File: src/hdl/nidc_pkg.sv
// ----------------------------------------------------------------------------
// nidc_pkg
// Types, status codes and weight tables shared by the identity check blocks.
// ----------------------------------------------------------------------------
package nidc_pkg;

    localparam int unsigned NumDigits = 10;

    // Result status codes
    localparam logic [3:0] ST_NAT_OK     = 4'd0;
    localparam logic [3:0] ST_BAD_LEN    = 4'd1;
    localparam logic [3:0] ST_BAD_REGION = 4'd2;
    localparam logic [3:0] ST_BAD_TYPE   = 4'd3;
    localparam logic [3:0] ST_PUB_OK     = 4'd4;
    localparam logic [3:0] ST_PUB_BAD    = 4'd5;
    localparam logic [3:0] ST_PRI_OK     = 4'd6;
    localparam logic [3:0] ST_PRI_BAD    = 4'd7;
    localparam logic [3:0] ST_NAT_BAD    = 4'd8;

    localparam logic [3:0] ID_LENGTH    = 4'd10;
    localparam logic [6:0] REGION_RESET = 7'd24;

    // Register byte addresses
    localparam logic [2:0] ADDR_REGION_LIMIT = 3'd0;

    // Per-digit weights; a zero weight leaves the digit out of that sum.
    localparam logic [1:0] NAT_W [NumDigits] =
        '{2'd2, 2'd1, 2'd2, 2'd1, 2'd2, 2'd1, 2'd2, 2'd1, 2'd2, 2'd0};
    localparam logic [2:0] PUB_W [NumDigits] =
        '{3'd3, 3'd2, 3'd7, 3'd6, 3'd5, 3'd4, 3'd3, 3'd2, 3'd0, 3'd0};
    localparam logic [2:0] PRI_W [NumDigits] =
        '{3'd4, 3'd3, 3'd2, 3'd7, 3'd6, 3'd5, 3'd4, 3'd3, 3'd2, 3'd0};

    typedef enum logic [1:0] {
        KIND_NAT,
        KIND_PUB,
        KIND_PRI
    } kind_t;

    // Weighted contributions of one digit to each of the three sums
    typedef struct packed {
        logic [4:0] nat;
        logic [6:0] pub;
        logic [6:0] pri;
    } lane_prod_t;

    // Control word travelling alongside the lane products
    typedef struct packed {
        logic       valid;
        logic       pre_fail;
        logic [3:0] pre_status;
        kind_t      kind;
        logic [3:0] chk8;
        logic [3:0] chk9;
    } ctrl_t;

endpackage

File: src/hdl/nidc_lane.sv
// ----------------------------------------------------------------------------
// nidc_lane
// One digit lane: forms the digit's weighted terms for all three schemes.
// ----------------------------------------------------------------------------
module nidc_lane
    import nidc_pkg::*;
(
    input  logic       clk,
    input  logic [3:0] digit,
    input  logic [1:0] nat_w,
    input  logic [2:0] pub_w,
    input  logic [2:0] pri_w,
    output lane_prod_t prod
);

    lane_prod_t prod_reg;
    lane_prod_t prod_next;
    logic [4:0] nat_raw;

    always_comb
    begin
        nat_raw = 5'(digit) * 5'(nat_w);
        // Terms of ten or more lose nine, the digit sum of a doubled 0-9 digit.
        prod_next.nat = (nat_raw >= 5'd10) ? nat_raw - 5'd9 : nat_raw;
        prod_next.pub = 7'(digit) * 7'(pub_w);
        prod_next.pri = 7'(digit) * 7'(pri_w);
    end

    always_ff @(posedge clk)
    begin
        prod_reg <= prod_next;
    end

    assign prod = prod_reg;

endmodule

File: src/hdl/nidc_merge.sv
// ----------------------------------------------------------------------------
// nidc_merge
// Adds the lane terms, reduces them to check digits and forms the status.
// ----------------------------------------------------------------------------
module nidc_merge
    import nidc_pkg::*;
(
    input  logic       clk,
    input  logic       rst_n,
    input  lane_prod_t prod [NumDigits],
    input  ctrl_t      ctrl_in,
    output logic       done,
    output logic [3:0] status
);

    logic [7:0] nat_sum_reg, nat_sum_next;
    logic [9:0] pub_sum_reg, pub_sum_next;
    logic [9:0] pri_sum_reg, pri_sum_next;
    ctrl_t      ctrl_reg;
    logic       done_reg;
    logic [3:0] status_reg, status_next;

    logic [3:0] nat_rem, pub_rem, pri_rem;
    logic [3:0] nat_chk, pub_chk, pri_chk;

    // Remainder by ten for sums below 256: reciprocal estimate, one correction.
    function automatic logic [3:0] mod10(input logic [7:0] x);
        logic [13:0] p;
        logic [7:0]  r;
        p = 14'(x) * 14'd51;
        r = x - 8'(p[13:9]) * 8'd10;
        if (r >= 8'd10)
        begin
            r = r - 8'd10;
        end
        return r[3:0];
    endfunction

    // Remainder by eleven for sums below 1024, same scheme.
    function automatic logic [3:0] mod11(input logic [9:0] x);
        logic [16:0] p;
        logic [9:0]  r;
        p = 17'(x) * 17'd93;
        r = x - 10'(p[16:10]) * 10'd11;
        if (r >= 10'd11)
        begin
            r = r - 10'd11;
        end
        return r[3:0];
    endfunction

    always_comb
    begin
        nat_sum_next = '0;
        pub_sum_next = '0;
        pri_sum_next = '0;
        for (int i = 0; i < NumDigits; i++)
        begin
            nat_sum_next = nat_sum_next + 8'(prod[i].nat);
            pub_sum_next = pub_sum_next + 10'(prod[i].pub);
            pri_sum_next = pri_sum_next + 10'(prod[i].pri);
        end
    end

    always_comb
    begin
        nat_rem = mod10(nat_sum_reg);
        pub_rem = mod11(pub_sum_reg);
        pri_rem = mod11(pri_sum_reg);
        nat_chk = (nat_rem == 4'd0) ? 4'd0 : 4'd10 - nat_rem;
        pub_chk = (pub_rem == 4'd0) ? 4'd0 : 4'd11 - pub_rem;
        pri_chk = (pri_rem == 4'd0) ? 4'd0 : 4'd11 - pri_rem;

        if (ctrl_reg.pre_fail)
        begin
            status_next = ctrl_reg.pre_status;
        end
        else
        begin
            case (ctrl_reg.kind)
                KIND_NAT: status_next = (nat_chk == ctrl_reg.chk9) ? ST_NAT_OK : ST_NAT_BAD;
                KIND_PUB: status_next = (pub_chk == ctrl_reg.chk8) ? ST_PUB_OK : ST_PUB_BAD;
                KIND_PRI: status_next = (pri_chk == ctrl_reg.chk9) ? ST_PRI_OK : ST_PRI_BAD;
                default:  status_next = ST_BAD_TYPE;
            endcase
        end
    end

    always_ff @(posedge clk or negedge rst_n)
    begin
        if (!rst_n)
        begin
            ctrl_reg <= '0;
            done_reg <= 1'b0;
        end
        else
        begin
            ctrl_reg <= ctrl_in;
            done_reg <= ctrl_reg.valid;
        end
    end

    always_ff @(posedge clk)
    begin
        nat_sum_reg <= nat_sum_next;
        pub_sum_reg <= pub_sum_next;
        pri_sum_reg <= pri_sum_next;
        status_reg  <= status_next;
    end

    assign done   = done_reg;
    assign status = status_reg;

endmodule

File: src/hdl/national_id_check_digit.sv
// ----------------------------------------------------------------------------
// national_id_check_digit
// Ten-digit identity number check with mod-10 and mod-11 check digits.
// ----------------------------------------------------------------------------
// Registers: control and lane terms, then merge sums, then done and status.
// Throughput: one word per cycle; busy stays low, as the lanes and the merge
// pipeline take a new number every cycle with no stall.
// Reset: clears the pipeline valid bits and sets region_limit to 24.
// The receiver cannot stall; each status is shown for one cycle only.
module national_id_check_digit
    import nidc_pkg::*;
(
    input  logic        clk,
    input  logic        rst_n,
    input  logic        start,
    output logic        busy,
    input  logic [3:0]  length,
    input  logic [3:0]  digit_0,
    input  logic [3:0]  digit_1,
    input  logic [3:0]  digit_2,
    input  logic [3:0]  digit_3,
    input  logic [3:0]  digit_4,
    input  logic [3:0]  digit_5,
    input  logic [3:0]  digit_6,
    input  logic [3:0]  digit_7,
    input  logic [3:0]  digit_8,
    input  logic [3:0]  digit_9,
    output logic        done,
    output logic [3:0]  status,
    input  logic        psel,
    input  logic        penable,
    input  logic        pwrite,
    input  logic [2:0]  paddr,
    input  logic [31:0] pwdata,
    output logic [31:0] prdata,
    output logic        pready
);

    logic [6:0] region_limit_reg;
    ctrl_t      ctrl_reg, ctrl_next;
    logic [3:0] digits [NumDigits];
    lane_prod_t prod [NumDigits];
    logic [7:0] region;

    assign digits = '{digit_0, digit_1, digit_2, digit_3, digit_4,
                      digit_5, digit_6, digit_7, digit_8, digit_9};

    // Configuration port
    assign pready = 1'b1;
    assign prdata = (paddr == ADDR_REGION_LIMIT) ? {25'd0, region_limit_reg} : 32'd0;

    always_ff @(posedge clk or negedge rst_n)
    begin
        if (!rst_n)
        begin
            region_limit_reg <= REGION_RESET;
        end
        else if (psel && penable && pwrite && (paddr == ADDR_REGION_LIMIT))
        begin
            region_limit_reg <= pwdata[6:0];
        end
    end

    assign busy = 1'b0;

    // Screening checks run alongside the lanes and ride with their results.
    always_comb
    begin
        region               = {1'b0, digit_0, 3'b000} + {3'b000, digit_0, 1'b0}
                               + {4'b0000, digit_1};
        ctrl_next.valid      = start;
        ctrl_next.chk8       = digit_8;
        ctrl_next.chk9       = digit_9;
        ctrl_next.pre_fail   = 1'b1;
        ctrl_next.pre_status = ST_BAD_TYPE;
        ctrl_next.kind       = KIND_NAT;

        if (digit_2 == 4'd6)
        begin
            ctrl_next.kind = KIND_PUB;
        end
        else if (digit_2 == 4'd9)
        begin
            ctrl_next.kind = KIND_PRI;
        end

        if (length != ID_LENGTH)
        begin
            ctrl_next.pre_status = ST_BAD_LEN;
        end
        else if (region == 8'd0 || region > {1'b0, region_limit_reg})
        begin
            ctrl_next.pre_status = ST_BAD_REGION;
        end
        else if (digit_2 == 4'd7 || digit_2 == 4'd8 || digit_2 > 4'd9)
        begin
            ctrl_next.pre_status = ST_BAD_TYPE;
        end
        else
        begin
            ctrl_next.pre_fail = 1'b0;
        end
    end

    always_ff @(posedge clk or negedge rst_n)
    begin
        if (!rst_n)
        begin
            ctrl_reg <= '0;
        end
        else
        begin
            ctrl_reg <= ctrl_next;
        end
    end

    for (genvar i = 0; i < NumDigits; i++)
    begin : g_lane
        nidc_lane u_lane
        (
            .clk   (clk),
            .digit (digits[i]),
            .nat_w (NAT_W[i]),
            .pub_w (PUB_W[i]),
            .pri_w (PRI_W[i]),
            .prod  (prod[i])
        );
    end

    nidc_merge u_merge
    (
        .clk     (clk),
        .rst_n   (rst_n),
        .prod    (prod),
        .ctrl_in (ctrl_reg),
        .done    (done),
        .status  (status)
    );

endmodule

File: config.mk
export PLATFORM = sky130hd
export DESIGN_NAME = national_id_check_digit
export DESIGN_NICKNAME = d
export VERILOG_FILES = /design/src/hdl/nidc_pkg.sv /design/src/hdl/nidc_lane.sv /design/src/hdl/nidc_merge.sv /design/src/hdl/national_id_check_digit.sv
export SDC_FILE = /design/constraint.sdc
export NUM_CORES = 1
export LEC_CHECK = 0
export ABC_AREA = 0
export BUFFER_PORTS_ARGS = -buffer_cell sky130_fd_sc_hd__buf_2
export CAP_MARGIN = 20
export CORE_MARGIN = 3
export CORE_UTILIZATION = 65
export CTS_BUF_LIST = sky130_fd_sc_hd__clkbuf_2 sky130_fd_sc_hd__clkbuf_4 sky130_fd_sc_hd__clkbuf_8
export DETAILED_ROUTE_END_ITERATION = 8
export GPL_TIMING_DRIVEN = 0
export PLACE_DENSITY = 0.84
export SLEW_MARGIN = 25
export SYNTH_ARGS = -nofsm -noshare
export SYNTH_HDL_FRONTEND = slang
export SYNTH_HIERARCHICAL = 1
export SYNTH_SLANG_ARGS = --single-unit
File: constraint.sdc
create_clock -name clk -period 10.5 [get_ports clk]
set_clock_uncertainty 0.05 [all_clocks]
set_input_delay 2.1 -clock clk [delete_from_list [all_inputs] [get_ports clk]]
set_output_delay 2.1 -clock clk [all_outputs]
set_load 0.005 [all_outputs]
==> flow_summary_export.csv <==
group,metric,value,unit
timing,relSlewSlack,0.414,
min_path,min_path_type,"flop to flop",
synth,synth_seq_cells,260,
global_routing,grt_max_degree,39,
worst_setup_path,regToRegSetupSlack,550,ps
place,portBuffers,66,
clock_tree,cts.sinks,260,
clock_tree,cts.clk_slew.worst_paths,60,ps
timing,worst_slack,551,ps
floorplanning,rows,73,
drt,wire_per_inst,15.2,um
global_routing,grt_usage,0.266,
synth,ys_types,74,
drt,drcViolationCount,0,
synth,async_reset_ff_frac,0.146,
worst_setup_path,critical_path_arrival,10330,ps
worst_setup_path,endpoint_kind,"flop",
timing,setup-tns-final,0,ps
timing,slew_violations,0,
drt,drtIter0Drc,828,
synth,seq_area_frac_synth,0.205,
synth,syn_area,26300,um2
final_layout,largest_reg_flops,190,
clock_tree,h-tree-depth,2,
worst_setup_path,crit_top_cell,"inv_1",
clock_tree,clockBufferDepth,3,
place,placed_cell_area,28700,um2
timing,fin_crit,9950,ps
final_layout,nNetsFinal,3970,
global_routing,grt_pass1_wl,95100,um
timing,setup_viol,0,
clock_tree,cts_setup_buffers,0,
final_layout,multi_input_area,20200,um2
job,drv_cap,0,
drt,routed_wl,57000,um
timing,fin_crit_sh,0.947,
place,dp.cells,3673,
worst_setup_path,cp_max_fo,6,
floorplanning,die-area,42900,um2
final_layout,area_growth,12.9,%
synth,postSynthCellCount,2715,
outcome,outcome,"finished, final reports clean",
final_layout,nFillCells,2672,
timing,finalHoldViolations,0,
worst_setup_path,critPathSlowestCell,"fa_1",
global_routing,overflow,0,
synth,synth_ff_type,"dfxtp_1",
floorplanning,io_pins,124,
final_layout,fin_cells,3754,
timing,fmax,0.101,GHz
global_routing,grt_pass1_vias,20843,
clock_tree,clockRootBuffer,"clkbuf_8",
worst_setup_path,worstSetupPathType,"flop to flop",
place,place_ws,425,ps
drt,avgViaCountPerCell,5.15,
global_routing,antenna_found_initial,2,
timing,rsz0062_at_grt,"false",
final_layout,seqCellArea,5400,um2
floorplanning,die_y,207,um
worst_setup_path,start_kind,"flop",
drt,num_vias,19330,
floorplanning,die_w,207,um
place,dp_hpwl,46600,um
worst_setup_path,cpPeakStageDelay,530,ps
worst_setup_path,critPathRequiredTime,10880,ps
drt,dr.pass1.iters,8,
drt,ant_nets,0,
synth,avgSynthCellArea,9.69,um2
clock_tree,cts_made_buffers,45,
clock_tree,insertion_delay,560,ps
timing,tightest_slew,880,ps
place,finalWeightedCongestion,0.860,
clock_tree,cts_tree,"built",
final_layout,drive_gt1_frac,0.0771,
final_layout,finish.instance_area,29700,um2
synth,synth_edf_count,0,
synth,yosysWarnings,6,
floorplanning,core,39800,um2
floorplanning,initial_core_util,0.661,
## worst paths after layout
path | depth (start not counted) | endpoint | from
setup / recovery | 40 | u_merge/status[0] | u_merge/pri_sum_reg[3]
hold / removal | 0 | u_merge/ctrl_reg[2] | ctrl_reg[2]
setup reg to reg | 40 | u_merge/status[0] | u_merge/pri_sum_reg[3]
hold reg to reg | 0 | u_merge/ctrl_reg[2] | ctrl_reg[2]
max in group asynchronous | 1 | ctrl_reg[7] | rst_n
min in group asynchronous | 1 | u_merge/done | rst_n
## metrics by stage
stage                     hold slack, ps  utilization
after floorplan                      281            -
after global placement               282        0.720
after detailed placement             285        0.720
after CTS                            293        0.746
after global routing                 292        0.746
final                                295        0.746
## worst max-delay path, delay by kind of cell, from the launching register on
family                   cells  cell delay, ps
multiplexers                 1             280
AND/OR/NAND/NOR              4             850
flip-flops                   1             380
AO/OA/AOI/OAI               16            3370
buffers and inverters        6             300
XOR/XNOR                     4             810
adder cells (fa/ha/maj)      9            3760
## cell usage after synthesis, types with 4 or more instances
library cell / count / share of area
a211oi_1: 4 / 0.0011
a41oi_1: 10 / 0.0033
a221oi_1: 11 / 0.0037
nand4_1: 7 / 0.0017
a21bo_2: 11 / 0.0042
inv_1: 490 / 0.070
o2bb2ai_1: 11 / 0.0037
dfrtp_1: 36 / 0.034
or2_2: 11 / 0.0026
nor3b_1: 4 / 0.0011
nand3b_1: 11 / 0.0031
buf_2: 11 / 0.0021
o21a_1: 22 / 0.0063
a211o_1: 21 / 0.0070
xor2_1: 31 / 0.010
nor2b_1: 51 / 0.012
o31ai_1: 4 / 0.0011
buf_4: 28 / 0.0080
nor3b_2: 10 / 0.0048
mux2_2: 5 / 0.0021
and3_1: 13 / 0.0031
nand2b_1: 25 / 0.0059
a21oi_1: 99 / 0.019
dfxtp_1: 222 / 0.17
nand3_1: 34 / 0.0065
o221ai_1: 12 / 0.0040
nor3_1: 24 / 0.0046
a31oi_1: 6 / 0.0014
xnor2_1: 114 / 0.038
mux2i_1: 7 / 0.0027
mux2_4: 10 / 0.0057
nand2_1: 134 / 0.019
ha_1: 411 / 0.20
a32oi_1: 11 / 0.0037
a21boi_0: 14 / 0.0040
o211a_1: 10 / 0.0038
and2_1: 235 / 0.056
fa_1: 279 / 0.21
o211ai_1: 5 / 0.0014
o21bai_1: 15 / 0.0043
o21ai_0: 100 / 0.019
nor2_1: 47 / 0.0067
a21o_1: 51 / 0.015
## cell families after synthesis
logic type      Yosys count  synth area share
other cells               2          0.000285
xor+xnor                145            0.0483
flops                   260             0.205
fa+ha+maj               691             0.408
simple gates            622             0.133
mux                      22            0.0105
buf+inv                 533            0.0806
compound gates          440             0.114
## cell usage in the layout, fill, tap and decap left out, types with 8 or more instances in the layout
master     instances
a21o_1            51
o221ai_1          12
fa_1             279
nor3_1            24
nand3b_1          11
a21boi_0          14
nor2_1            47
and3_1            13
nor3b_2           10
buf_2             77
o2bb2ai_1         11
a21oi_1           99
inv_1            490
o21ai_0          100
xnor2_1          114
clkbuf_4          11
a211o_1           21
a221oi_1          11
and2_1           235
nand2b_1          25
mux2_4            10
clkinv_2           8
a32oi_1           11
nor2b_1           51
dfxtp_1          221
a41oi_1           10
a21bo_2           11
o21a_1            22
nand2_1          134
ha_1             411
nand3_1           34
buf_4             28
clkbuf_8          53
o21bai_1          15
o211a_1           10
xor2_1            31
dfrtp_1           36
or2_2             11
conb_1           369
## layout make-up
type | count | area share
clock buffer | 64 | 0.0273
buffer | 43 | 0.00947
tap | 525 | 0.0221
antenna | 1 | 0.0000842
sequential | 260 | 0.182
timing repair buffer | 66 | 0.0111
multi-input combinational | 2289 | 0.679
clock inverter | 16 | 0.00724
inverter | 490 | 0.0619
## what timing repair did
item	4_1_cts	5_1_grt
setup endpoints to repair	0	1
resized for setup	0	2
hold buffers	0	0
## per-layer routing
layer,track usage,up-vias,share of wire,wire [um]
met2,0.495,364,0.52,29500
met5,0,-,0,0
met1,0.316,9383,0.41,23300
met3,0.0267,135,0.033,1870
li1,-,9448,-,-
met4,0.101,0,0.039,2220
Power is left out: the tool's default activity adds up to more than one toggle a clock period on the data nets, which glitch-free logic cannot reach.
